### config.mk
export PLATFORM = sky130hd
export DESIGN_NAME = hlkc_fifo
export DESIGN_NICKNAME = d
export VERILOG_FILES = /design/src/hdl/hlkc_fifo.sv
export SDC_FILE = /design/constraint.sdc
export NUM_CORES = 1
export LEC_CHECK = 0
export ABC_AREA = 1
export BUFFER_PORTS_ARGS = -buffer_cell sky130_fd_sc_hd__buf_2
export CAP_MARGIN = 30
export CORE_UTILIZATION = 53
export DETAILED_ROUTE_END_ITERATION = 12
export PLACE_DENSITY = 0.81
export SETUP_SLACK_MARGIN = 0.15
export SLEW_MARGIN = 20
export SYNTH_ARGS = -nofsm -noshare
export SYNTH_HDL_FRONTEND = slang
export SYNTH_SLANG_ARGS = --single-unit
### constraint.sdc
create_clock -name i_clk -period 2.2 [get_ports i_clk]
set_input_delay 0.11 -clock i_clk [delete_from_list [all_inputs] [get_ports i_clk]]
set_output_delay 0.11 -clock i_clk [all_outputs]
set_load 0.01 [all_outputs]
### src/hdl/hlkc_fifo.sv
// Two-entry request queue between the front end and the table engine.
// Depends on nothing; payload width is a parameter.
module hlkc_fifo #(
    parameter int unsigned WIDTH = 8
) (
    input  logic             i_clk,
    input  logic             i_rst_n,
    input  logic             i_push_valid,
    output logic             o_push_ready,
    input  logic [WIDTH-1:0] i_push_data,
    output logic             o_pop_valid,
    input  logic             i_pop_ready,
    output logic [WIDTH-1:0] o_pop_data,
    output logic [1:0]       o_level
);
    logic [WIDTH-1:0] r_mem [2];
    logic             r_wr, r_rd;
    logic [1:0]       r_cnt;
    logic             w_push, w_pop;

    assign o_push_ready = (r_cnt != 2'd2);
    assign o_pop_valid  = (r_cnt != 2'd0);
    assign o_pop_data   = r_mem[r_rd];
    assign o_level      = r_cnt;
    assign w_push = i_push_valid && o_push_ready;
    assign w_pop  = o_pop_valid && i_pop_ready;

    always_ff @(posedge i_clk) begin
        if (!i_rst_n) begin
            r_wr  <= 1'b0;
            r_rd  <= 1'b0;
            r_cnt <= 2'd0;
        end else begin
            if (w_push) begin
                r_wr <= ~r_wr;
            end
            if (w_pop) begin
                r_rd <= ~r_rd;
            end
            r_cnt <= r_cnt + {1'b0, w_push} - {1'b0, w_pop};
        end
        if (w_push) begin
            r_mem[r_wr] <= i_push_data;
        end
    end

endmodule

==> qor.log, run 1 <==
qor: clocking.numClockSinks 21
qor: synth.synthesis.area_per_instance 14.3 um^2
qor: global_route.grt_max_degree 12
qor: synth.syn_area 872 um^2
qor: final_layout.filler_cell_count 109
qor: run_status.outcome finished clean
qor: clocking.clockBufferDepth 2
qor: sta.finalHoldViolCount 0
qor: global_route.via_count_of_the_first_global_routing_pass 530
qor: drt.drt_first_iter_violations 9
qor: worst_setup_path.cp_data_required_time 2.40 ns
qor: floorplanning.design.core.area 0.00152 mm^2
qor: synth.synth_seq_cells 21
qor: final_layout.final_nets 110
qor: pwr.ir_worst_vdd 0.000670 V
qor: synth.instance_count_of_the_mapped_netlist 61
qor: place.gpl.final_weighted_congestion 0.783
qor: floorplanning.die-height 42.6 um
qor: worst_setup_path.worst_r2r_endpoint o_level[1]$_SDFF_PN0_
qor: final_layout.area.growth.synth_to_final 26.4%
qor: sta.rsz0062_at_grt no
qor: drt.ant_nets 0
qor: worst_setup_path.critical_path_peak_fanout 4
qor: worst_hold_path.timing.hold.worst.class in -> reg
qor: drt.wl_per_cell 11.7 um
qor: worst_hold_path.hold_depth 3
qor: drt.vias 531
qor: synth.postSynthNetCount 75
qor: clocking.clock_latency 0.29 ns
qor: clocking.clock_tree_from_tritoncts yes
qor: global_route.globalRouteOverflowTotal 0
qor: pwr.power_density 1050 mW/mm^2
qor: sta.final_min_period 1.60 ns
qor: sta.clock-skew-final 0.00672 ns
qor: sta.slew_violations 0
qor: clocking.cts_inserted_buffers 3
qor: sta.fmax 624 MHz
qor: sta.final_min_period_over_clock_period 72.8%
qor: synth.synth.largest_area_cell edfxtp_1
qor: sta.final.hold.worst_slack 0.0472 ns
qor: floorplanning.start_util 57.2%
qor: synth.yosysUniqueCellTypes 14
qor: clocking.cts.clk_slew.worst_paths 0.11 ns
qor: place.place_hpwl 966 um
qor: worst_hold_path.worstHoldStart i_rst_n
qor: global_route.grt_antenna_before_repair 0
qor: drt.avgViaCountPerCell 4.78
qor: drt.postRouteWirelength 1.30 mm
qor: clocking.clock_tree.htree_level_count 1
qor: sta.tightest_slew 0.655 ns
qor: sta.setup_failing_eps_final 0
qor: sta.timing.max_slew.rel_slack 56.2%
qor: clocking.cts-resized-gates 0
qor: run.maxCapViolCount 0
qor: synth.number_of_synthesis_warnings 0
qor: place.io_buffers 23
qor: worst_setup_path.regToRegSetupSlack 0.60 ns
qor: clocking.root_buffer clkbuf_4
qor: global_route.grt_use_total 16.5%
qor: worst_setup_path.endpoint_kind flip-flop
qor: worst_setup_path.reg2regPathDepth 10
qor: global_route.global_route_wire_length_before_repair 2.16 mm
qor: floorplanning.die_area 0.00181 mm^2
qor: worst_hold_path.worst_hold_path.endpoint o_level[0]$_SDFF_PN0_
qor: final_layout.fraction_of_final_layout_cells_sized_beyond_drive_strength_1 41.1%
qor: worst_setup_path.worstSetupPathType reg -> reg
qor: final_layout.diodes 0
qor: drt.drc 0
qor: floorplanning.boundary_pin_count 24
qor: sta.totalNegativeSetupSlack 0 ns
qor: synth.post_synth_main_area_contributors edfxtp_1 55%, mux2_4 14%, dfxtp_1 11%
qor: drt.dr.pass1.iters 4
qor: floorplanning.die_w 42.6 um
qor: pwr.leakagePower 0.491 nW
qor: worst_setup_path.critPathLaunchType flip-flop
qor: synth.yosys.area.top_type_share 55.1%
qor: worst_setup_path.critPathArrivalTime 1.80 ns
qor: floorplanning.placement_rows 14
qor: worst_setup_path.worst_r2r_startpoint o_level[0]$_SDFF_PN0_
qor: synth.yosysSeqAreaShare 66.6%
repair_timing:
| action | CTS | global route |
|---|---|---|
| hold endpoints to repair | 14 | 1 |
| hold buffers | 7 | 1 |
| buffers inserted | 0 | 0 |
logic make-up (layout without fill, tap and decap cells):
kind of cell | Yosys count | count (layout) | synth area share, %
simple gates | 20 | 20 | 11.3
flops | 21 | 21 | 66.6
buf+inv | 8 | 42 | 4.30
fa+ha+maj | 2 | 2 | 2.87
mux | 8 | 8 | 13.8
compound gates | 2 | 2 | 1.15
layout make-up:
class                           count  area, um^2  area share, %
Sequential cell                    21         581           52.7
Multi-Input combinational cell     32         254           23.0
Timing Repair Buffer               31         195           17.7
Clock buffer                        4        26.3           2.38
Inverter                            7        26.3           2.38
Tap cell                           16        20.0           1.82
cell usage in the layout, fill, tap and decap left out, drive strengths merged:
cell type | Yosys | layout
a21oi | 2 | 2
buf | 1 | 23
clkbuf | 0 | 4
dfxtp | 5 | 5
dlygate4sd3 | 0 | 8
edfxtp | 16 | 16
ha | 2 | 2
inv | 7 | 7
mux2 | 8 | 8
nand2 | 9 | 9
nand3 | 3 | 3
nor2 | 8 | 8
how the worst max path moves through the flow:
stage | from | end | slack, ns | cells after the start
global placement | o_level[0]$_SDFF_PN0_ | r_mem[0][7]$_DFFE_PP_ | 0.67 | 4
floorplan | o_level[0]$_SDFF_PN0_ | o_level[1]$_SDFF_PN0_ | 0.66 | 10
detailed placement | o_level[0]$_SDFF_PN0_ | o_level[1]$_SDFF_PN0_ | 0.61 | 10
global route | o_level[0]$_SDFF_PN0_ | o_level[1]$_SDFF_PN0_ | 0.45 | 10
finish | o_level[0]$_SDFF_PN0_ | o_level[1]$_SDFF_PN0_ | 0.60 | 10
CTS | o_level[0]$_SDFF_PN0_ | o_level[1]$_SDFF_PN0_ | 0.59 | 10
report_power, final:
| group | total (mW) | switching (mW) | internal (mW) |
|---|---|---|---|
| logic | 0.406 | 0.205 | 0.202 |
| clock network | 0.175 | 0.105 | 0.0704 |
| registers | 0.572 | 0.0632 | 0.509 |
critical path, cell delays in order, from the launching register on:
cell and delay, ns:
dfxtp_1 0.41, inv_1 0.10, nand2_2 0.10, nand2_1 0.08
ha_1 0.27, inv_1 0.04, ha_1 0.18, inv_1 0.05
nand2_1 0.06, a21oi_1 0.14, nor2_1 0.07
registers in the layout, summed over array words and instances (netlist names), named ones only:
signal / count
o_level: 2
r_mem: 16
r_rd: 1
r_wr: 1
metrics by stage:
step                power [mW]  instance area (um^2)  setup slack (ns)  utilization [%]  instances
floorplan                0.857                   872             0.655                -         61
global route              1.23                  1100             0.451             72.3        111
finish                    1.15                  1100             0.597             72.3        111
detailed placement       0.983                   996             0.606             65.4         99
CTS                       1.17                  1090             0.588             71.7        110
global placement         0.958                   996             0.668             65.4         99
layer usage:
layer  track usage [%]  routed length [um]  vias up
met5                 0                   0        -
met2              28.0                 677       12
met4              9.38                   0        0
li1                  -                   -      275
met3              2.59                  45        0
met1              19.8                 576      244
Yosys cell counts:
library cell	n
mux2_4	8
inv_1	7
nand3_1	2
nand2_2	2
dfxtp_1	5
nor2_2	1
edfxtp_1	16
a21oi_1	2
buf_6	1
nor2_1	6
nor2_4	1
nand3_2	1
nand2_1	7
ha_1	2
(Power assumes the default switching activity.)
==> inputs of run 2 (changes only) <==
- ABC_AREA: 1 -> 0
- CORE_UTILIZATION: 53 -> 48
- PLACE_DENSITY: 0.81 -> 0.75
- clock period: 2.2 -> 1.5 ns (I/O delays scaled with it)
==> run 2 against run 1 <==
  * The flow now finishes with violations (setup timing)
  * Sequential power increased by 45%
  * Synthesized cell count down 20%
  * Clock-buffer cell count unchanged
  * Critical path type unchanged
  * Largest cell class unchanged
  * Largest power group unchanged
==> qor.log, run 2 <==
qor: worst_setup_path.cp_top_family adder cells
qor: pwr.power.net_switching 535 uW
qor: sta.timing.max_slew.rel_slack 86.2%
qor: clocking.clock_tree_from_tritoncts yes
qor: drt.avgViaCountPerCell 4.95
qor: place.place_inst 90
qor: final_layout.max_ffs_per_register 16
qor: synth.synth_enable_flop_cells 16
qor: final_layout.diodes 0
qor: floorplanning.start_util 52.6%
qor: synth.number_of_synthesis_warnings 0
qor: synth.synth.largest_area_cell edfxtp_1
qor: sta.finalHoldViolCount 0
qor: sta.rsz0062_at_grt yes
qor: synth.postSynthNetCount 63
qor: worst_setup_path.worstSetupPathType reg -> reg
qor: drt.drc 0
qor: sta.final_min_period 1.51 ns
qor: drt.postRouteWirelength 1.39 mm
qor: sta.slew_violations 0
qor: final_layout.layout.cells.most_common_list 22 x buf_2, 16 x edfxtp_1, 8 x mux2_2, 8 x dlygate4sd3_1, 4 x buf_4
qor: run_status.outcome finished, violations left
qor: synth.post_synth_main_area_contributors edfxtp_1 59%, dfxtp_1 12%, mux2_2 11%
qor: drt.vias 520
qor: global_route.globalRouteOverflowTotal 0
qor: floorplanning.die-height 43.1 um
qor: clocking.cts.clk_slew.worst_paths 0.11 ns
qor: synth.ys.flop_type edfxtp_1
qor: final_layout.fraction_of_final_layout_cells_sized_beyond_drive_strength_1 58.4%
qor: worst_setup_path.critPathSlowestCell dfxtp_4
qor: synth.instance_count_of_the_mapped_netlist 49
qor: floorplanning.placement_rows 14
qor: final_layout.utilization_after_layout 76.2%
qor: clocking.clock_tree.htree_level_count 1
qor: sta.setup_failing_eps_final 1
qor: floorplanning.die_w 43.1 um
qor: pwr.leakagePower 0.469 nW
qor: final_layout.area.growth.synth_to_final 44.9%
qor: drt.dr.pass1.iters 3
qor: final_layout.mostFrequentLayoutCell buf_2
qor: synth.most_numerous_cell_types_in_the_synthesized_netlist 16 x edfxtp_1, 8 x mux2_2, 5 x dfxtp_1
qor: sta.fmax 663 MHz
qor: worst_setup_path.cp_data_required_time 1.69 ns
qor: place.dp_worst_setup_slack -0.0195 ns
qor: global_route.grt_max_degree 12
qor: synth.synthesis.area_per_instance 16.5 um^2
qor: drt.wl_per_cell 13.2 um
qor: final_layout.register_area 592 um^2
qor: worst_setup_path.critical_path.max_stage_delay 0.36 ns
qor: sta.fin_ws -0.00796 ns
qor: synth.synth_seq_cells 21
qor: run.maxCapViolCount 0
qor: final_layout.most_flop_heavy_register r_mem
qor: worst_setup_path.crit_chain o21a_4 -> ha_4 -> inv_2 -> ha_4 -> xnor2_2 -> xnor2_1 -> and2_1
qor: drt.drt_first_iter_violations 5
qor: place.io_buffers 23
qor: run_status.violations_in_the_final_reports setup timing
qor: drt.ant_nets 0
qor: worst_hold_path.timing.hold.worst.class in -> reg
qor: global_route.global_route_wire_length_before_repair 2.19 mm
qor: synth.postSynth.asyncResetShare 0%
qor: floorplanning.boundary_pin_count 24
qor: pwr.ir_worst_vdd 0.00100 V
qor: clocking.clock_latency 0.28 ns
qor: pwr.power_density 1570 mW/mm^2
qor: synth.yosys.area.top_type_share 59.3%
qor: worst_setup_path.critPathLaunchType flip-flop
qor: floorplanning.design.core.area 0.00154 mm^2
qor: synth.synth_most_common_cell edfxtp_1
qor: worst_setup_path.critical_path.n_buffers_inverters 1
qor: pwr.power.share.switching 29.1%
qor: final_layout.filler_cell_count 108
qor: pwr.internal_power 1.31 mW
qor: final_layout.multiInputGateArea 279 um^2
qor: synth.yosysSeqAreaShare 71.6%
qor: global_route.grt_antenna_before_repair 0
qor: sta.final.hold.worst_slack 0.0689 ns
qor: clocking.numClockSinks 21
qor: pwr.power.share.sequential 45.1%
qor: sta.final_min_period_over_clock_period 101%
qor: worst_setup_path.critical_path_peak_fanout 3
qor: pwr.combPwrFrac 41.0%
qor: synth.syn_area 811 um^2
qor: global_route.grt_use_total 15.9%
qor: place.gpl.final_weighted_congestion 0.645
qor: sta.clock-skew-final 0.000732 ns
qor: sta.tightest_slew 0.206 ns
qor: pwr.power.clock.fraction 13.9%
qor: clocking.root_buffer clkbuf_4
qor: global_route.via_count_of_the_first_global_routing_pass 534
qor: final_layout.layout.cells.non_filler 105
qor: worst_setup_path.critPathArrivalTime 1.70 ns
qor: clocking.cts_inserted_buffers 3
qor: floorplanning.die_area 0.00186 mm^2
qor: clocking.clockBufferDepth 2
qor: synth.yosysUniqueCellTypes 16
qor: worst_setup_path.endpoint_kind flip-flop
qor: final_layout.final_nets 104
qor: worst_setup_path.critPathMostFrequentCell ha_4
run 2: changes by cell type after synthesis, moves of 2 or more:
cell      delta
nand2b_1     +2
a21oi_1      -2
nor2_1       -5
nand3_1      -2
inv_1        -6
mux2_4       -8
and2_1       +2
xnor2_1      +3
nor2b_1      +2
mux2_2       +8
nand2_2      -2
nand2_1      -5
run 2: what timing repair did:
action	4_1_cts	5_1_grt
pin swaps	4	2
gates resized for setup	5	3
endpoints found under the setup margin	10	9
hold buffers	8	0
setup buffers	2	1
hold endpoints to repair	16	0
run 2: logic make-up (layout without fill, tap and decap cells):
| logic type | after synthesis | after routing | synth area share [%] |
|---|---|---|---|
| multiplexers | 9 | 9 | 12.3 |
| adder cells (fa/ha/maj) | 2 | 2 | 3.09 |
| buffers and inverters | 2 | 42 | 1.08 |
| AO/OA/AOI/OAI | 1 | 1 | 1.08 |
| AND/OR/NAND/NOR | 11 | 11 | 7.56 |
| XOR/XNOR | 3 | 3 | 3.24 |
| flip-flops | 21 | 21 | 71.6 |
run 2: final timing paths:
kind / start / end / slack, ns / depth (start not counted)
setup / recovery: o_level[0]$_SDFF_PN0_ / o_level[1]$_SDFF_PN0_ / -0.008 / 7
hold / removal: i_rst_n / o_level[0]$_SDFF_PN0_ / 0.07 / 2
setup reg to reg: o_level[0]$_SDFF_PN0_ / o_level[1]$_SDFF_PN0_ / -0.008 / 7
hold reg to reg: r_wr$_SDFFE_PN0N_ / r_wr$_SDFFE_PN0N_ / 0.50 / 2
run 2: power by group through the flow:
stage | registers, mW | clock network, mW | logic (mW)
after detailed placement | 0.841 | 0 | 0.617
after floorplan | 0.828 | 0 | 0.410
after CTS | 0.827 | 0.265 | 0.733
final | 0.830 | 0.255 | 0.755
after global placement | 0.838 | 0 | 0.596
after global routing | 0.844 | 0.280 | 0.808
run 2: cell type report:
| cell class | count | area share [%] |
|---|---|---|
| multi-input cells | 26 | 23.7 |
| inverters | 1 | 0.319 |
| well taps | 16 | 1.70 |
| clock buffers | 4 | 2.24 |
| repair buffers | 37 | 21.6 |
| flip-flops and latches | 21 | 50.4 |
run 2: layer usage:
metal,share of wire (%),vias to the layer above,global-route usage [%]
met2,58,14,33.7
li1,-,254,-
met5,0,-,0
met3,3.8,0,2.55
met4,0,0,1.82
met1,38,252,15.7
run 2: per-stage QoR:
stage,area (um^2),setup TNS (ns),total power [mW]
after detailed placement,1010,-0.0195,1.46
final,1170,-0.00796,1.84
after CTS,1160,-0.0200,1.83
after floorplan,862,-0.000439,1.24
after global placement,1010,0,1.43
after global routing,1170,-0.0506,1.93
==> inputs of run 3 (changes only) <==
- REMOVE_ABC_BUFFERS: unset -> 1
==> run 3 against run 2 <==
  * The run still ends with setup timing left
  * Total power rose by 1.7%
  * Clock-buffer cell count stayed put
  * Via count is 5.2% higher
  * Largest power group unchanged
==> qor.log, run 3 (synthesized netlist as in run 2, its figures left out) <==
qor: place.gpl.final_weighted_congestion 0.762
qor: drt.dr.pass1.iters 4
qor: worst_setup_path.critPathArrivalTime 1.70 ns
qor: floorplanning.design.core.area 0.00154 mm^2
qor: clocking.root_buffer clkbuf_4
qor: worst_setup_path.cp_data_required_time 1.70 ns
qor: clocking.clock_tree.htree_level_count 1
qor: floorplanning.die_w 43.1 um
qor: sta.rsz0062_at_grt yes
qor: floorplanning.start_util 52.6%
qor: clocking.clockBufferDepth 2
qor: final_layout.diodes 0
qor: global_route.global_route_wire_length_before_repair 2.11 mm
qor: final_layout.layout.cells.most_common_list 22 x buf_2, 16 x edfxtp_1, 10 x buf_4
qor: final_layout.max_ffs_per_register 16
qor: pwr.power_density 1570 mW/mm^2
qor: pwr.leakagePower 0.491 nW
qor: drt.avgViaCountPerCell 5.02
qor: sta.tightest_slew 0.384 ns
qor: drt.wl_per_cell 12.5 um
qor: worst_setup_path.critical_path_peak_fanout 3
qor: global_route.grt_max_degree 12
qor: final_layout.mostFrequentLayoutCell buf_2
qor: sta.final_min_period_over_clock_period 100%
qor: clocking.cts.clk_slew.worst_paths 0.10 ns
qor: sta.fin_ws -0.00146 ns
qor: global_route.grt_use_total 16.7%
qor: clocking.clock_tree_from_tritoncts yes
qor: sta.fmax 666 MHz
qor: floorplanning.die_area 0.00186 mm^2
qor: global_route.globalRouteOverflowTotal 0
qor: sta.final.hold.worst_slack 0.0597 ns
qor: sta.timing.max_slew.rel_slack 74.4%
qor: clocking.cts_inserted_buffers 3
qor: floorplanning.die-height 43.1 um
qor: drt.ant_nets 0
qor: run_status.violations_in_the_final_reports setup timing
qor: floorplanning.placement_rows 14
qor: worst_setup_path.critPathLaunchType flip-flop
qor: drt.postRouteWirelength 1.36 mm
qor: clocking.numClockSinks 21
qor: run.maxCapViolCount 0
qor: drt.drc 0
qor: worst_setup_path.endpoint_kind flip-flop
qor: worst_setup_path.worstSetupPathType reg -> reg
qor: final_layout.most_flop_heavy_register r_mem
qor: pwr.ir_worst_vdd 0.00110 V
qor: worst_hold_path.timing.hold.worst.class in -> reg
qor: final_layout.final_nets 108
qor: sta.slew_violations 0
qor: sta.finalHoldViolCount 0
qor: clocking.clock_latency 0.30 ns
qor: final_layout.fraction_of_final_layout_cells_sized_beyond_drive_strength_1 60.2%
qor: place.place_hpwl 829 um
qor: run_status.outcome finished, violations left
qor: place.io_buffers 23
qor: sta.final_min_period 1.50 ns
qor: final_layout.utilization_after_layout 77.4%
qor: sta.clock-skew-final 0.00101 ns
qor: sta.setup_failing_eps_final 1
qor: drt.vias 547
qor: global_route.grt_antenna_before_repair 0
qor: drt.drt_first_iter_violations 3
qor: final_layout.area.growth.synth_to_final 47.2%
qor: global_route.via_count_of_the_first_global_routing_pass 547
qor: floorplanning.boundary_pin_count 24
[run 3: per-stage QoR]
step / instance area, um^2 / setup TNS [ns] / std cells / total power [mW] / setup slack [ns]
after floorplan: 806 / -0.225 / 48 / 1.14 / -0.198
after CTS: 1170 / 0 / 108 / 1.81 / 0.00532
after global routing: 1190 / -0.0412 / 109 / 1.97 / -0.0412
after detailed placement: 986 / -0.0856 / 93 / 1.38 / -0.0856
final: 1190 / -0.00146 / 109 / 1.87 / -0.00146
after global placement: 986 / -0.0676 / 93 / 1.36 / -0.0676
[run 3: critical path, cell delays in order, from the launching register on]
cell,delay [ns]
dfxtp_4,0.37
o21a_4,0.21
ha_4,0.26
inv_2,0.04
ha_4,0.15
xnor2_2,0.13
xnor2_1,0.12
and2_1,0.13
[run 3: power breakdown]
part	switching, mW	total (mW)	internal (mW)
Combinational	0.318	0.788	0.470
Sequential	0.0732	0.828	0.754
Clock	0.152	0.256	0.104
[run 3: final timing paths]
check | startpoint | cells after the start | endpoint | slack, ns
setup / recovery | o_level[1]$_SDFF_PN0_ | 7 | o_level[1]$_SDFF_PN0_ | -0.001
hold / removal | i_rst_n | 2 | o_level[1]$_SDFF_PN0_ | 0.06
setup reg to reg | o_level[1]$_SDFF_PN0_ | 7 | o_level[1]$_SDFF_PN0_ | -0.001
hold reg to reg | r_wr$_SDFFE_PN0N_ | 2 | r_wr$_SDFFE_PN0N_ | 0.50
[run 3: area by class of cell]
| cell class | count | area [um^2] |
|---|---|---|
| Multi-Input combinational cell | 26 | 278 |
| Tap cell | 16 | 20.0 |
| Sequential cell | 21 | 589 |
| Clock buffer | 4 | 26.3 |
| Timing Repair Buffer | 41 | 277 |
| Fill cell | 104 | 348 |
| Inverter | 1 | 3.75 |
[run 3: metal layers]
metal	global-route usage [%]	wire, um
met2	30.7	705
met1	14.8	552
met4	9.70	36
met5	0	0
met3	6.38	65
[run 3: timing repair]
item | in CTS | in global routing
pin swaps | 6 | 2
endpoints found under the hold margin | 16 | 0
gates resized for setup | 13 | 3
buffers inserted | 3 | 1
setup endpoints to repair | 10 | 3
hold buffers | 8 | 0
