--- src/hdl/hlkc_pkg.sv ---
// Shared types and constants for the hashed LRU key cache.
// No dependencies; the front end, the table engine and the top module import this package.
package hlkc_pkg;

    localparam int unsigned DEF_SLOTS      = 128;
    localparam int unsigned DEF_STAMP_BITS = 32;
    localparam int unsigned MAX_SLOT_BITS  = 12;
    localparam int unsigned SLOT_OUT_BITS  = 7;

    localparam logic [31:0] FNV_BASIS = 32'd2166136261;
    localparam logic [31:0] FNV_PRIME = 32'd16777619;

    // request codes
    localparam logic REQ_LOOKUP = 1'b0;
    localparam logic REQ_CLEAR  = 1'b1;

    typedef struct packed {
        logic [15:0] radius;
        logic [15:0] thickness;
        logic [31:0] colour;
    } t_key;

    typedef struct packed {
        logic                     req_type;
        t_key                     key;
        logic [MAX_SLOT_BITS-1:0] start;
    } t_req;

    typedef enum logic [1:0] {
        F_IDLE,
        F_HASH,
        F_MOD,
        F_PUSH
    } t_front_state;

    typedef enum logic [2:0] {
        B_CLEAR,
        B_IDLE,
        B_PROBE_RD,
        B_PROBE_CHK,
        B_SCAN_RD,
        B_SCAN_CHK,
        B_WRITE,
        B_DONE
    } t_back_state;

endpackage

--- src/hdl/hlkc_if.sv ---
// Request and response channel interfaces (valid/ready) for the key cache.
// Depends on nothing but plain logic types.
interface hlkc_req_if;
    logic        valid;
    logic        ready;
    logic        req_type;
    logic [15:0] radius;
    logic [15:0] thickness;
    logic [7:0]  red;
    logic [7:0]  green;
    logic [7:0]  blue;
    logic [7:0]  alpha;

    modport source (output valid, req_type, radius, thickness, red, green, blue, alpha,
                    input ready);
    modport sink   (input valid, req_type, radius, thickness, red, green, blue, alpha,
                    output ready);
endinterface


--- src/hdl/hlkc_front.sv ---
// Front end: takes request transfers, hashes a lookup's key with FNV-1a (one word a cycle)
// and reduces it to a start slot; a clear skips both. Depends on hlkc_pkg and hlkc_req_if.
module hlkc_front #(
    parameter int unsigned SLOTS = hlkc_pkg::DEF_SLOTS
) (
    input  logic              i_clk,
    input  logic              i_rst_n,
    hlkc_req_if.sink          i_req,
    output logic              o_push_valid,
    input  logic              i_push_ready,
    output hlkc_pkg::t_req    o_push_data
);
    import hlkc_pkg::*;

    localparam int unsigned SLOT_BITS = $clog2(SLOTS);
    localparam bit          POW2      = ((SLOTS & (SLOTS - 1)) == 0);
    // floor(2^32 / SLOTS); the quotient estimate is at most one short
    localparam logic [31:0] RECIP     = 32'((64'd1 << 32) / 64'(SLOTS));

    t_front_state r_state, n_state;
    logic                 r_type, n_type;
    t_key                 r_key, n_key;
    logic [31:0]          r_h, n_h;
    logic [2:0]           r_step, n_step;
    logic [1:0]           r_phase, n_phase;
    logic [31:0]          r_q, n_q;
    logic [31:0]          r_r, n_r;
    logic [SLOT_BITS-1:0] r_rem, n_rem;

    logic [31:0]          w_word;
    logic [31:0]          w_h_next;
    logic [63:0]          w_prod;
    logic [31:0]          w_qs;
    logic [SLOT_BITS-1:0] w_start;

    always_ff @(posedge i_clk) begin
        if (!i_rst_n) begin
            r_state <= F_IDLE;
        end else begin
            r_state <= n_state;
        end
        r_type  <= n_type;
        r_key   <= n_key;
        r_h     <= n_h;
        r_step  <= n_step;
        r_phase <= n_phase;
        r_q     <= n_q;
        r_r     <= n_r;
        r_rem   <= n_rem;
    end

    always_comb begin
        case (r_step)
            3'd0:    w_word = {16'd0, r_key.radius};
            3'd1:    w_word = {16'd0, r_key.thickness};
            3'd2:    w_word = {24'd0, r_key.colour[31:24]};
            3'd3:    w_word = {24'd0, r_key.colour[23:16]};
            3'd4:    w_word = {24'd0, r_key.colour[15:8]};
            default: w_word = {24'd0, r_key.colour[7:0]};
        endcase
        w_h_next = 32'((r_h ^ w_word) * FNV_PRIME);
        w_prod   = {32'd0, r_h} * {32'd0, RECIP};
        w_qs     = r_q * 32'(SLOTS);
        w_start  = POW2 ? r_h[SLOT_BITS-1:0] : r_rem;
    end

    always_comb begin
        n_state = r_state;
        n_type  = r_type;
        n_key   = r_key;
        n_h     = r_h;
        n_step  = r_step;
        n_phase = r_phase;
        n_q     = r_q;
        n_r     = r_r;
        n_rem   = r_rem;
        i_req.ready  = 1'b0;
        o_push_valid = 1'b0;
        o_push_data.req_type = r_type;
        o_push_data.key      = r_key;
        o_push_data.start    = MAX_SLOT_BITS'(w_start);

        case (r_state)
            F_IDLE: begin
                i_req.ready = 1'b1;
                if (i_req.valid) begin
                    n_type = i_req.req_type;
                    n_key.radius    = i_req.radius;
                    n_key.thickness = i_req.thickness;
                    n_key.colour    = {i_req.red, i_req.green, i_req.blue, i_req.alpha};
                    n_h     = FNV_BASIS;
                    n_step  = 3'd0;
                    n_phase = 2'd0;
                    n_state = (i_req.req_type == REQ_CLEAR) ? F_PUSH : F_HASH;
                end
            end
            F_HASH: begin
                n_h    = w_h_next;
                n_step = r_step + 3'd1;
                if (r_step == 3'd5) begin
                    n_state = POW2 ? F_PUSH : F_MOD;
                end
            end
            F_MOD: begin
                // reciprocal quotient estimate, remainder, then one correction subtract
                if (r_phase == 2'd0) begin
                    n_q = w_prod[63:32];
                end else if (r_phase == 2'd1) begin
                    n_r = r_h - w_qs;
                end else begin
                    n_rem = (r_r >= 32'(SLOTS)) ? SLOT_BITS'(r_r - 32'(SLOTS))
                                                : SLOT_BITS'(r_r);
                end
                n_phase = r_phase + 2'd1;
                if (r_phase == 2'd2) begin
                    n_state = F_PUSH;
                end
            end
            F_PUSH: begin
                o_push_valid = 1'b1;
                if (i_push_ready) begin
                    n_state = F_IDLE;
                end
            end
            default: begin
                n_state = F_IDLE;
            end
        endcase
    end

endmodule

--- src/flat_wrapper.sv ---
// flat-port wrapper written by rule: the top's interface ports become plain ports
module hlkc_front_flat import hlkc_pkg::*;
#(
    parameter int unsigned SLOTS = hlkc_pkg::DEF_SLOTS
)
  (i_clk, i_rst_n, o_push_valid, i_push_ready, o_push_data, i_req_valid, i_req_req_type, i_req_radius, i_req_thickness, i_req_red, i_req_green, i_req_blue, i_req_alpha, i_req_ready);
  hlkc_req_if i_req_i ();
  input  logic i_clk;
  input  logic i_rst_n;
  output logic o_push_valid;
  input  logic i_push_ready;
  output hlkc_pkg::t_req o_push_data;
  input wire logic [$bits(i_req_i.valid)-1:0] i_req_valid;
  input wire logic [$bits(i_req_i.req_type)-1:0] i_req_req_type;
  input wire logic [$bits(i_req_i.radius)-1:0] i_req_radius;
  input wire logic [$bits(i_req_i.thickness)-1:0] i_req_thickness;
  input wire logic [$bits(i_req_i.red)-1:0] i_req_red;
  input wire logic [$bits(i_req_i.green)-1:0] i_req_green;
  input wire logic [$bits(i_req_i.blue)-1:0] i_req_blue;
  input wire logic [$bits(i_req_i.alpha)-1:0] i_req_alpha;
  output wire logic [$bits(i_req_i.ready)-1:0] i_req_ready;
  assign i_req_i.valid = i_req_valid;
  assign i_req_i.req_type = i_req_req_type;
  assign i_req_i.radius = i_req_radius;
  assign i_req_i.thickness = i_req_thickness;
  assign i_req_i.red = i_req_red;
  assign i_req_i.green = i_req_green;
  assign i_req_i.blue = i_req_blue;
  assign i_req_i.alpha = i_req_alpha;
  assign i_req_ready = i_req_i.ready;
  hlkc_front #(.SLOTS(SLOTS)) u_core (.i_clk(i_clk), .i_rst_n(i_rst_n), .i_req(i_req_i), .o_push_valid(o_push_valid), .i_push_ready(i_push_ready), .o_push_data(o_push_data));
endmodule
--- config.mk ---
export PLATFORM = sky130hd
export DESIGN_NAME = hlkc_front_flat
export DESIGN_NICKNAME = d
export VERILOG_FILES = /design/src/hdl/hlkc_pkg.sv /design/src/hdl/hlkc_if.sv /design/src/hdl/hlkc_front.sv /design/src/flat_wrapper.sv
export SDC_FILE = /design/constraint.sdc
export NUM_CORES = 1
export LEC_CHECK = 0
export BUFFER_PORTS_ARGS = -buffer_cell sky130_fd_sc_hd__buf_2
export CAP_MARGIN = 20
export CORE_AREA = 2 2 102 104
export DETAILED_ROUTE_END_ITERATION = 10
export DIE_AREA = 0 0 104 106
export GPL_ROUTABILITY_DRIVEN = 1
export HOLD_SLACK_MARGIN = 0.06
export PLACE_DENSITY = 0.64
export RECOVER_POWER = 25
export SYNTH_ARGS = -nofsm -noshare
export SYNTH_HDL_FRONTEND = slang
export SYNTH_SLANG_ARGS = --single-unit
--- constraint.sdc ---
create_clock -name i_clk -period 4.15 [get_ports i_clk]
set_input_delay 0.6225 -clock i_clk [delete_from_list [all_inputs] [get_ports i_clk]]
set_output_delay 0.6225 -clock i_clk [all_outputs]
set_load 0.005 [all_outputs]
==> results of run 1 <==
layout by cell type, fill, tap and decap left out, drive strengths merged, types with 2 or more instances in the layout:
cell type / synthesis / routed
a22oi: 7 / 7
a32oi: 5 / 5
and2: 3 / 3
buf: 11 / 157
bufinv: 0 / 2
clkbuf: 1 / 10
clkinv: 0 / 2
conb: 1 / 5
dfxtp: 2 / 2
edfxtp: 77 / 77
ha: 26 / 26
inv: 15 / 16
mux2i: 4 / 4
nand2: 10 / 10
nand2b: 3 / 3
nand3b: 2 / 2
nor2: 6 / 6
o2111ai: 4 / 4
o211a: 2 / 2
o21ai: 7 / 7
o22ai: 2 / 2
or3: 1 / 2
xnor2: 10 / 10
xnor3: 2 / 2
state kept, by name, indices dropped and copies added, names as in the netlist:
signal	flops
u_core.r_phase	2
u_core.r_h	7
u_core.r_type	1
u_core.r_state	2
u_core.o_push_data	64
u_core.r_step	3
kinds of logic (layout without fill, tap and decap cells):
group,after synthesis,in the layout,share of synthesized area (%)
AND/OR/NAND/NOR,27,28,3.94
XOR/XNOR,13,13,4.34
multiplexers,4,4,1.17
flip-flops,79,79,68.6
adder cells (fa/ha/maj),27,27,10.1
buffers and inverters,27,188,4.12
other,1,5,0.109
AO/OA/AOI/OAI,34,34,7.63
cell type report:
class | count | share of cell area [%]
flip-flops and latches | 79 | 49.7
multi-input cells | 111 | 23.7
repair buffers | 157 | 17.4
well taps | 136 | 3.59
clock buffers | 10 | 2.69
clock inverters | 6 | 1.77
inverters | 15 | 1.19
final timing paths:
path / from / cells past startpoint / end
setup / recovery: u_core.r_step[1]$_SDFFCE_PN0P_ / 17 / u_core.r_h[6]$_SDFFCE_PN1P_
hold / removal: i_req_thickness[10] / 1 / u_core.o_push_data[54]$_DFFE_PP_
setup reg to reg: u_core.r_step[1]$_SDFFCE_PN0P_ / 17 / u_core.r_h[6]$_SDFFCE_PN1P_
hold reg to reg: u_core.r_phase[0]$_SDFFCE_PN0P_ / 1 / u_core.r_phase[0]$_SDFFCE_PN0P_
through the flow:
stage	utilization [%]	instances	TNS [ns]	worst slack [ns]
6_report	47.4	514	0	0.131
5_1_grt	47.4	514	-0.0969	-0.0969
4_1_cts	45.4	509	0	0.0182
3_5_place_dp	43.3	493	0	0.0291
3_3_place_gp	43.3	493	0	0.113
2_1_floorplan	-	216	0	0.00980
worst max-delay path: stages, from the launching register on:
cell	delay [ns]
edfxtp_1	0.44
inv_2	0.08
ha_4	0.16
o21ba_4	0.21
or3_4	0.41
o2111ai_1	0.10
o21ai_1	0.12
xnor2_1	0.22
ha_2	0.33
ha_4	0.25
ha_4	0.28
ha_4	0.19
a21o_1	0.18
a21oi_2	0.13
xnor2_1	0.14
xnor2_1	0.15
xnor3_1	0.23
nand2b_4	0.14
per-layer routing:
layer / share of wire [%] / vias to the layer above / wire, µm / track usage, %
met1: 39 / 1110 / 3170 / 15.9
li1: - / 1113 / - / -
met3: 7.9 / 8 / 640 / 5.95
met2: 52 / 108 / 4230 / 24.8
met5: 0 / - / 0 / 0
met4: 1.1 / 0 / 89 / 3.19
repair_timing:
| action | in CTS | in global routing |
|---|---|---|
| hold buffers | 0 | 0 |
| setup endpoints to repair | 0 | 1 |
| setup buffers | 0 | 4 |
| gates resized for setup | 0 | 23 |
==> results.tsv, run 1 <==
metric	value	unit
die_h	106	µm
yosysTopAreaCellShare	67.4	%
ys_ff_latch	79	
coreArea	10000	µm²
hold_violations	0	
syn_area	3430	µm²
portBuffers	142	
status	finished, final reports clean	
cts_tree	done	
synth.avg_cell_area	16.2	µm²
period_share	96.9	%
grt_use_total	14.0	%
path_class	register to register	
drv_slew	0	
maxCapViolCount	0	
clock_skew	0.00484	ns
htree_levels	3	
routabilityCongestion	0.769	
wirelength	8.12	mm
start_util	34.3	%
hpwl	6.21	mm
grt_pass1_vias	2339	
seq_area	2350	µm²
worst-endpoint-required	4.25	ns
yosys_warnings	0	
rsz0062_at_grt	true	
synth_area_leaders	edfxtp_1 (67%), ha_1 (9.5%), xnor2_1 (2.3%), inv_1 (1.6%), a22oi_1 (1.5%)	
fillers	934	
ys_types	38	
grt_overflow_total	0	
hold_slack	0.451	ns
drive_gt1_share	51.6	%
grt_antenna_before_repair	0	
end_kind	register	
synth_edf_count	77	
grt_pass1_wl	11.7	mm
setup_viol	0	
drc_errors	0	
postSynth.topFlopCell	edfxtp_1	
grt_max_degree	43	
worstSetupStartpointType	register	
cp_max_fo	6	
die_area	11000	µm²
cts.reportedPaths.clkPinSlew	0.08	ns
routed-via-count	2339	
synthCells	212	
synth_common_cells	edfxtp_1 (77), ha_1 (26), inv_1 (15), nand2_1 (10), xnor2_1 (9)	
antenna_left	0	
design_area	4740	µm²
wl_per_cell	15.8	µm
period_minus_slack	4.02	ns
cts.sinks	79	
io_pins	148	
cp.arrival	4.12	ns
synth.yosys.seq_area_share	68.6	%
multi_input_area	1120	µm²
synthArstFlopShare	0	%
place_area	4330	µm²
cts_buffers	9	
worstSkewPairLatency	0.34	ns
viasPerCell	4.55	
root_buffer	clkbuf_8	
die_width	104	µm
synth_area_leader_cell	edfxtp_1	
tightest_slew	0.521	ns
nNetsFinal	469	
fmax	249	MHz
r2r_slack	0.13	ns
min_path_type	primary input to register	
num_rows	37	
maxSlewHeadroom	65.2	%
synth.most_common_cell	edfxtp_1	
syn_to_final_growth	38.1	%
drt_iter0_markers	94	
clockBufferDepth	2	
antenna_cells	0	
first_pass_iters	4	
Power of run 1 is not shown: default switching activity piles up to over one toggle a cycle in this logic, so the estimate is an artifact.
==> run 2: changes to the inputs <==
Settings changed: CELL_PAD_IN_SITES_DETAIL_PLACEMENT set to 0, CELL_PAD_IN_SITES_GLOBAL_PLACEMENT set to 2, CORE_AREA 2 2 102 104 to 2 2 114 116, DIE_AREA 0 0 104 106 to 0 0 116 118, PLACE_DENSITY 0.64 to 0.75, SETUP_SLACK_MARGIN set to 0.3.
==> run 2 against run 1 <==
Worst setup slack improved by 0.046 ns. Clock skew is 0.0018 ns higher. Non-clock buffer count is 2 higher. Sequential share of layout area shrank 1.4 points. Register-to-register slack improved by 0.05 ns. Critical path depth down 1. Global-route usage is 0.85 points lower. Routed wire length up 8.8%. Worst hold slack improved by 0.0013 ns. Highest routed layer unchanged.
==> results.tsv, run 2 (synthesis results as in run 1) <==
metric	value	unit	change
status	finished, final reports clean		
drc_errors	0		unchanged
grt_pass1_vias	2472		+5.7%
clockBufferDepth	2		unchanged
worst-r2r-cell-count	16		-1
wl_per_cell	16.0	µm	+1.2%
rsz0062_at_grt	true		
hp-start	i_req_red[1]		
r2r_end	u_core.r_h[6]$_SDFFCE_PN1P_		
cts_tree	done		
min_path_type	primary input to register		
fmax	252	MHz	+1.2%
place_area	4380	µm²	+1.3%
period_minus_slack	3.97	ns	-0.0457 ns
first_pass_iters	4		unchanged
coreArea	12400	µm²	+24%
maxCapViolCount	0		unchanged
leakage	2.03	nW	
num_rows	41		+11%
die_width	116	µm	+12%
antenna_left	0		unchanged
seqPwrFrac	21.8	%	
maxSlewHeadroom	38.7	%	-27 points
peakVddDrop	0.000800	V	
clock_skew	0.00666	ns	+0.00182 ns
power.switching	0.00211	W	
cp.arrival	4.06	ns	-0.06 ns
largest_reg_flops	64		unchanged
p_clk_share	14.3	%	
p_per_area	1230	nW/µm²	
die_h	118	µm	+11%
min_to	u_core.o_push_data[37]$_DFFE_PP_		
power_frac_comb	63.9	%	
syn_to_final_growth	42.0	%	
hold_slack	0.452	ns	+0.00128 ns
cts.reportedPaths.clkPinSlew	0.06	ns	-0.02 ns
final_cell_mix	buf_2 (142), edfxtp_1 (77), buf_4 (17)		
drt_iter0_markers	154		+64%
wirelength	8.84	mm	+8.8%
drive_gt1_share	52.4	%	+0.78 points
p_total	0.00599	W	
grt_pass1_wl	13.2	mm	+13%
path_class	register to register		
tightest_slew	0.913	ns	+0.392 ns
routabilityCongestion	0.769		unchanged
root_buffer	clkbuf_16		
end_kind	register		
sw_frac_of_total	35.2	%	
htree_levels	3		unchanged
routed-via-count	2357		+0.77%
start_util	27.6	%	-6.7 points
r2r-start	u_core.r_step[1]$_SDFFCE_PN0P_		
die_area	13700	µm²	+24%
grt_antenna_before_repair	1		+1
cp_max_fo	5		-1
nNetsFinal	471		+0.43%
cts.sinks	79		unchanged
worstSkewPairLatency	0.34	ns	about the same
hpwl	6.83	mm	+10%
viasPerCell	4.26		-6.3%
worst-endpoint-required	4.24	ns	about the same
min_delay_path_depth	1		unchanged
r2r_slack	0.18	ns	+0.05 ns
setup_viol	0		unchanged
grt_max_degree	61		+42%
cts_buffers	9		unchanged
design_area	4870	µm²	+2.8%
fin_setup_tns	0	ns	unchanged
portBuffers	142		unchanged
grt_use_total	13.2	%	-0.85 points
p_int	0.00388	W	
drv_slew	0		unchanged
grt_overflow_total	0		unchanged
final_common_cell	buf_2		
period_share	95.7	%	-1.1 points
hold_buffers	0		unchanged
io_pins	148		unchanged
hold_violations	0		unchanged
worstSetupStartpointType	register		
==> run 2: cell types whose count changed in the layout (fill, tap and decap cells not counted), moves of 2 or more <==
| cell | delta |
|---|---|
| inv_6 | +2 |
| xnor2_2 | -3 |
| o21ai_0 | -2 |
| ha_4 | -3 |
| ha_2 | +5 |
| clkinv_1 | -2 |
| clkbuf_8 | -9 |
| o21ai_1 | +2 |
| xnor2_1 | +3 |
| ha_1 | -2 |
| buf_4 | +2 |
| clkbuf_16 | +9 |
==> run 2: layout make-up <==
type	count	area [µm²]
clock inverters	7	103
diodes	1	2.50
clock buffers	9	225
inverters	15	56.3
repair buffers	159	838
fillers	1224	7540
well taps	172	215
multi-input cells	111	1080
flip-flops and latches	79	2350
==> run 2: power by group through the flow <==
stage	Combinational, W	Clock [W]	Sequential, W
after floorplan	0.00234	0	0.00131
after CTS	0.00311	0.000886	0.00131
after global placement	0.00298	0	0.00132
after detailed placement	0.00300	0	0.00132
after global routing	0.00429	0.000917	0.00133
final	0.00383	0.000858	0.00131
==> run 2: timing repair <==
action / 4_1_cts / 5_1_grt
gates cloned: 1 / 0
gates resized for setup: 6 / 13
buffers inserted: 5 / 2
pin swaps: 9 / 15
endpoints found under the setup margin: 1 / 1
==> run 2: worst max path at each step <==
stage	start	to	depth (start not counted)
2_1_floorplan	u_core.r_step[0]$_SDFFCE_PN0P_	u_core.r_h[6]$_SDFFCE_PN1P_	19
3_3_place_gp	u_core.r_step[0]$_SDFFCE_PN0P_	u_core.r_h[6]$_SDFFCE_PN1P_	16
3_5_place_dp	u_core.r_step[0]$_SDFFCE_PN0P_	u_core.r_h[6]$_SDFFCE_PN1P_	16
4_1_cts	u_core.r_step[0]$_SDFFCE_PN0P_	u_core.r_h[6]$_SDFFCE_PN1P_	16
5_1_grt	u_core.r_step[0]$_SDFFCE_PN0P_	u_core.r_h[6]$_SDFFCE_PN1P_	17
6_report	u_core.r_step[1]$_SDFFCE_PN0P_	u_core.r_h[6]$_SDFFCE_PN1P_	16
==> run 2: per-layer routing <==
layer / track usage [%] / vias up / wire length [µm]
met3: 5.87 / 13 / 821
met4: 5.13 / 0 / 149
met5: 0 / - / 0
met2: 21.7 / 95 / 4370
li1: - / 1123 / -
met1: 14.9 / 1126 / 3500
==> run 2: worst max-delay path: stages, from the launching register on <==
cell,delay [ns]
edfxtp_1,0.47
ha_2,0.24
o21ba_4,0.22
or3_4,0.40
buf_4,0.16
o21ai_1,0.16
xnor2_1,0.10
buf_4,0.15
ha_1,0.31
ha_4,0.26
ha_4,0.27
ha_4,0.20
a21oi_2,0.12
xnor2_1,0.14
xnor2_1,0.15
xnor3_1,0.23
nand2b_4,0.14
==> run 2: metrics by stage <==
step / instances / util [%] / setup WS (ns)
floorplan: 216 / - / 0.117
global placement: 528 / 35.3 / 0.109
detailed placement: 528 / 35.3 / 0.0621
CTS: 550 / 38.3 / 0.154
global route: 552 / 39.2 / 0.0120
finish: 553 / 39.2 / 0.176
Note: power is estimated with default switching activity, not from simulation.
==> run 3: changes to the inputs <==
Clock period 4.15 ns to 3.2 ns, I/O delays scaled along.
==> run 3 against run 2 <==
The run now ends with negative setup slack left. Design area up 1.7%. Largest cell class unchanged. Worst hold slack worse by 0.13 ns. Core utilization up 0.67 points. Critical path type unchanged. Sequential cell count unchanged. Power up 32%. Combinational power up 37%. Routed wire length down 2.1%. Die area unchanged.
==> results.tsv, run 3 (synthesis results as in run 1) <==
metric	value	unit	change
root_buffer	clkbuf_16		
leakage	2.09	nW	+2.7%
grt_overflow_total	0		unchanged
r2r-start	u_core.r_step[1]$_SDFFCE_PN0P_		
max_stage_delay	0.45	ns	-0.02 ns
final_cell_count_no_fill	564		+2.0%
multi_input_area	1070	µm²	-0.23%
viasPerCell	4.24		-0.62%
clockBufferDepth	2		unchanged
hold_violations	0		unchanged
worstSkewPairLatency	0.33	ns	about the same
period_share	121	%	+25 points
cts.reportedPaths.clkPinSlew	0.06	ns	about the same
p_per_area	1600	nW/µm²	+30%
r2r_end	u_core.r_h[6]$_SDFFCE_PN1P_		
cp_top_family	adder cells		
design_area	4950	µm²	+1.7%
failed_checks	negative setup slack		
drive_gt1_share	53.1	%	+0.69 points
r2r_slack	-0.67	ns	-0.84 ns
io_pins	148		unchanged
pre_cts_slack	-0.788	ns	-0.850 ns
routabilityCongestion	0.792		+2.9%
fillers	1241		+1.4%
syn_to_final_growth	44.5	%	
worst-r2r-cell-count	16		unchanged
hpwl	6.96	mm	+1.9%
portBuffers	142		unchanged
rsz0062_at_grt	true		
largest_reg_flops	64		unchanged
start_util	27.6	%	unchanged
setup_viol	3		+3
status	complete, but fails checks		
antenna_left	0		unchanged
min_path_type	primary input to register		
num_rows	41		unchanged
cp_max_fo	7		+2
wl_per_cell	15.4	µm	-4.0%
final_cell_mix	buf_2 (142), edfxtp_1 (77), buf_4 (27)		
drt_iter0_markers	94		-39%
drc_errors	0		unchanged
grt_pass1_wl	13.2	mm	+0.21%
path_cells	ha_2 -> ha_2 -> or3_4 -> o2111ai_1 -> o21ai_1 -> xnor2_1 -> ha_1 -> ha_4 -> ha_4 -> ha_4 -> a21o_1 -> a21oi_2 -> xnor2_1 -> xnor2_1 -> xnor3_1 -> nand2b_1		
min_to	u_core.o_push_data[58]$_DFFE_PP_		
worstSetupStartpointType	register		
fin_setup_tns	-1.17	ns	-1.17 ns
hold_buffers	0		unchanged
min_delay_path_depth	1		unchanged
nNetsFinal	483		+2.5%
worst-endpoint-required	3.28	ns	-0.96 ns
grt_pass1_vias	2465		-0.28%
dp.cells	546		+3.4%
grt_max_degree	38		-38%
wirelength	8.66	mm	-2.1%
antenna_cells	0		-1
path_class	register to register		
cts.sinks	79		unchanged
cts_tree	done		
hp-start	i_req_thickness[14]		
place_area	4610	µm²	+5.1%
worst-path-buf-inv	0		-2
cp_slowest_cell	edfxtp_1		
maxSlewHeadroom	57.5	%	+19 points
tightest_slew	0.636	ns	-0.277 ns
routed-via-count	2389		+1.4%
die_h	118	µm	unchanged
first_pass_iters	4		unchanged
seq_area	2350	µm²	unchanged
fmax	259	MHz	+2.8%
final_common_cell	buf_2		
coreArea	12400	µm²	unchanged
maxCapViolCount	0		unchanged
grt_use_total	13.0	%	-0.21 points
cts_buffers	9		unchanged
die_area	13700	µm²	unchanged
die_width	116	µm	unchanged
end_kind	register		
peakVddDrop	0.00109	V	+37%
clock_skew	0.00821	ns	+0.00154 ns
fin_ws	-0.667	ns	-0.844 ns
drv_slew	0		unchanged
htree_levels	3		unchanged
cp.arrival	3.94	ns	-0.12 ns
post-route-util	39.9	%	+0.67 points
period_minus_slack	3.87	ns	-0.106 ns
grt_antenna_before_repair	0		-1
-- run 3: per-layer routing --
layer	vias to the layer above	track usage [%]	share of wire, %
li1	1140	-	-
met1	1136	15.4	41
met2	103	21.5	49
met3	10	4.79	7.9
met4	0	4.46	1.6
met5	-	0	0
-- run 3: through the flow --
| stage | hold WS (ns) | total power [W] |
|---|---|---|
| 6_report | 0.321 | 0.00792 |
| 5_1_grt | 0.308 | 0.00867 |
| 4_1_cts | 0.309 | 0.00794 |
| 3_5_place_dp | 0.551 | 0.00672 |
| 3_3_place_gp | 0.545 | 0.00659 |
| 2_1_floorplan | 0.531 | 0.00527 |
-- run 3: cell type report --
class / instances / area share [%]
clock inverter: 6 / 1.21
sequential: 79 / 47.5
tap: 172 / 4.35
inverter: 15 / 1.14
timing repair buffer: 172 / 19.5
clock buffer: 10 / 4.62
multi-input combinational: 110 / 21.7
-- run 3: worst max-delay path by stage --
stage	start	end	slack, ns	cells past startpoint
after global routing	u_core.r_step[0]$_SDFFCE_PN0P_	u_core.r_h[6]$_SDFFCE_PN1P_	-0.90	16
after CTS	u_core.r_step[0]$_SDFFCE_PN0P_	u_core.r_h[6]$_SDFFCE_PN1P_	-0.67	15
after detailed placement	u_core.r_step[0]$_SDFFCE_PN0P_	u_core.r_h[6]$_SDFFCE_PN1P_	-0.79	16
final	u_core.r_step[1]$_SDFFCE_PN0P_	u_core.r_h[6]$_SDFFCE_PN1P_	-0.67	16
after floorplan	u_core.r_step[0]$_SDFFCE_PN0P_	u_core.r_h[6]$_SDFFCE_PN1P_	-0.77	19
after global placement	u_core.r_step[0]$_SDFFCE_PN0P_	u_core.r_h[6]$_SDFFCE_PN1P_	-0.71	16
-- run 3: repair_timing --
| action | in CTS | in global routing |
|---|---|---|
| setup buffers | 1 | 1 |
| gates resized for setup | 7 | 6 |
| setup endpoints to repair | 5 | 5 |
| pin swaps | 11 | 3 |
| endpoints found under the hold margin | 0 | 0 |
-- run 3: report_power, final --
part,switching [W],internal (W)
sequential,0.000154,0.00153
combinational,0.00223,0.00302
clock,0.000391,0.000601
-- run 3: worst register-to-register path, delay by kind of cell (launching register included) --
kind                     cells  cell delay (ns)
adder cells (fa/ha/maj)      6             1.41
AO/OA/AOI/OAI                4             0.50
flip-flops                   1             0.45
XOR/XNOR                     4             0.71
AND/OR/NAND/NOR              2             0.56
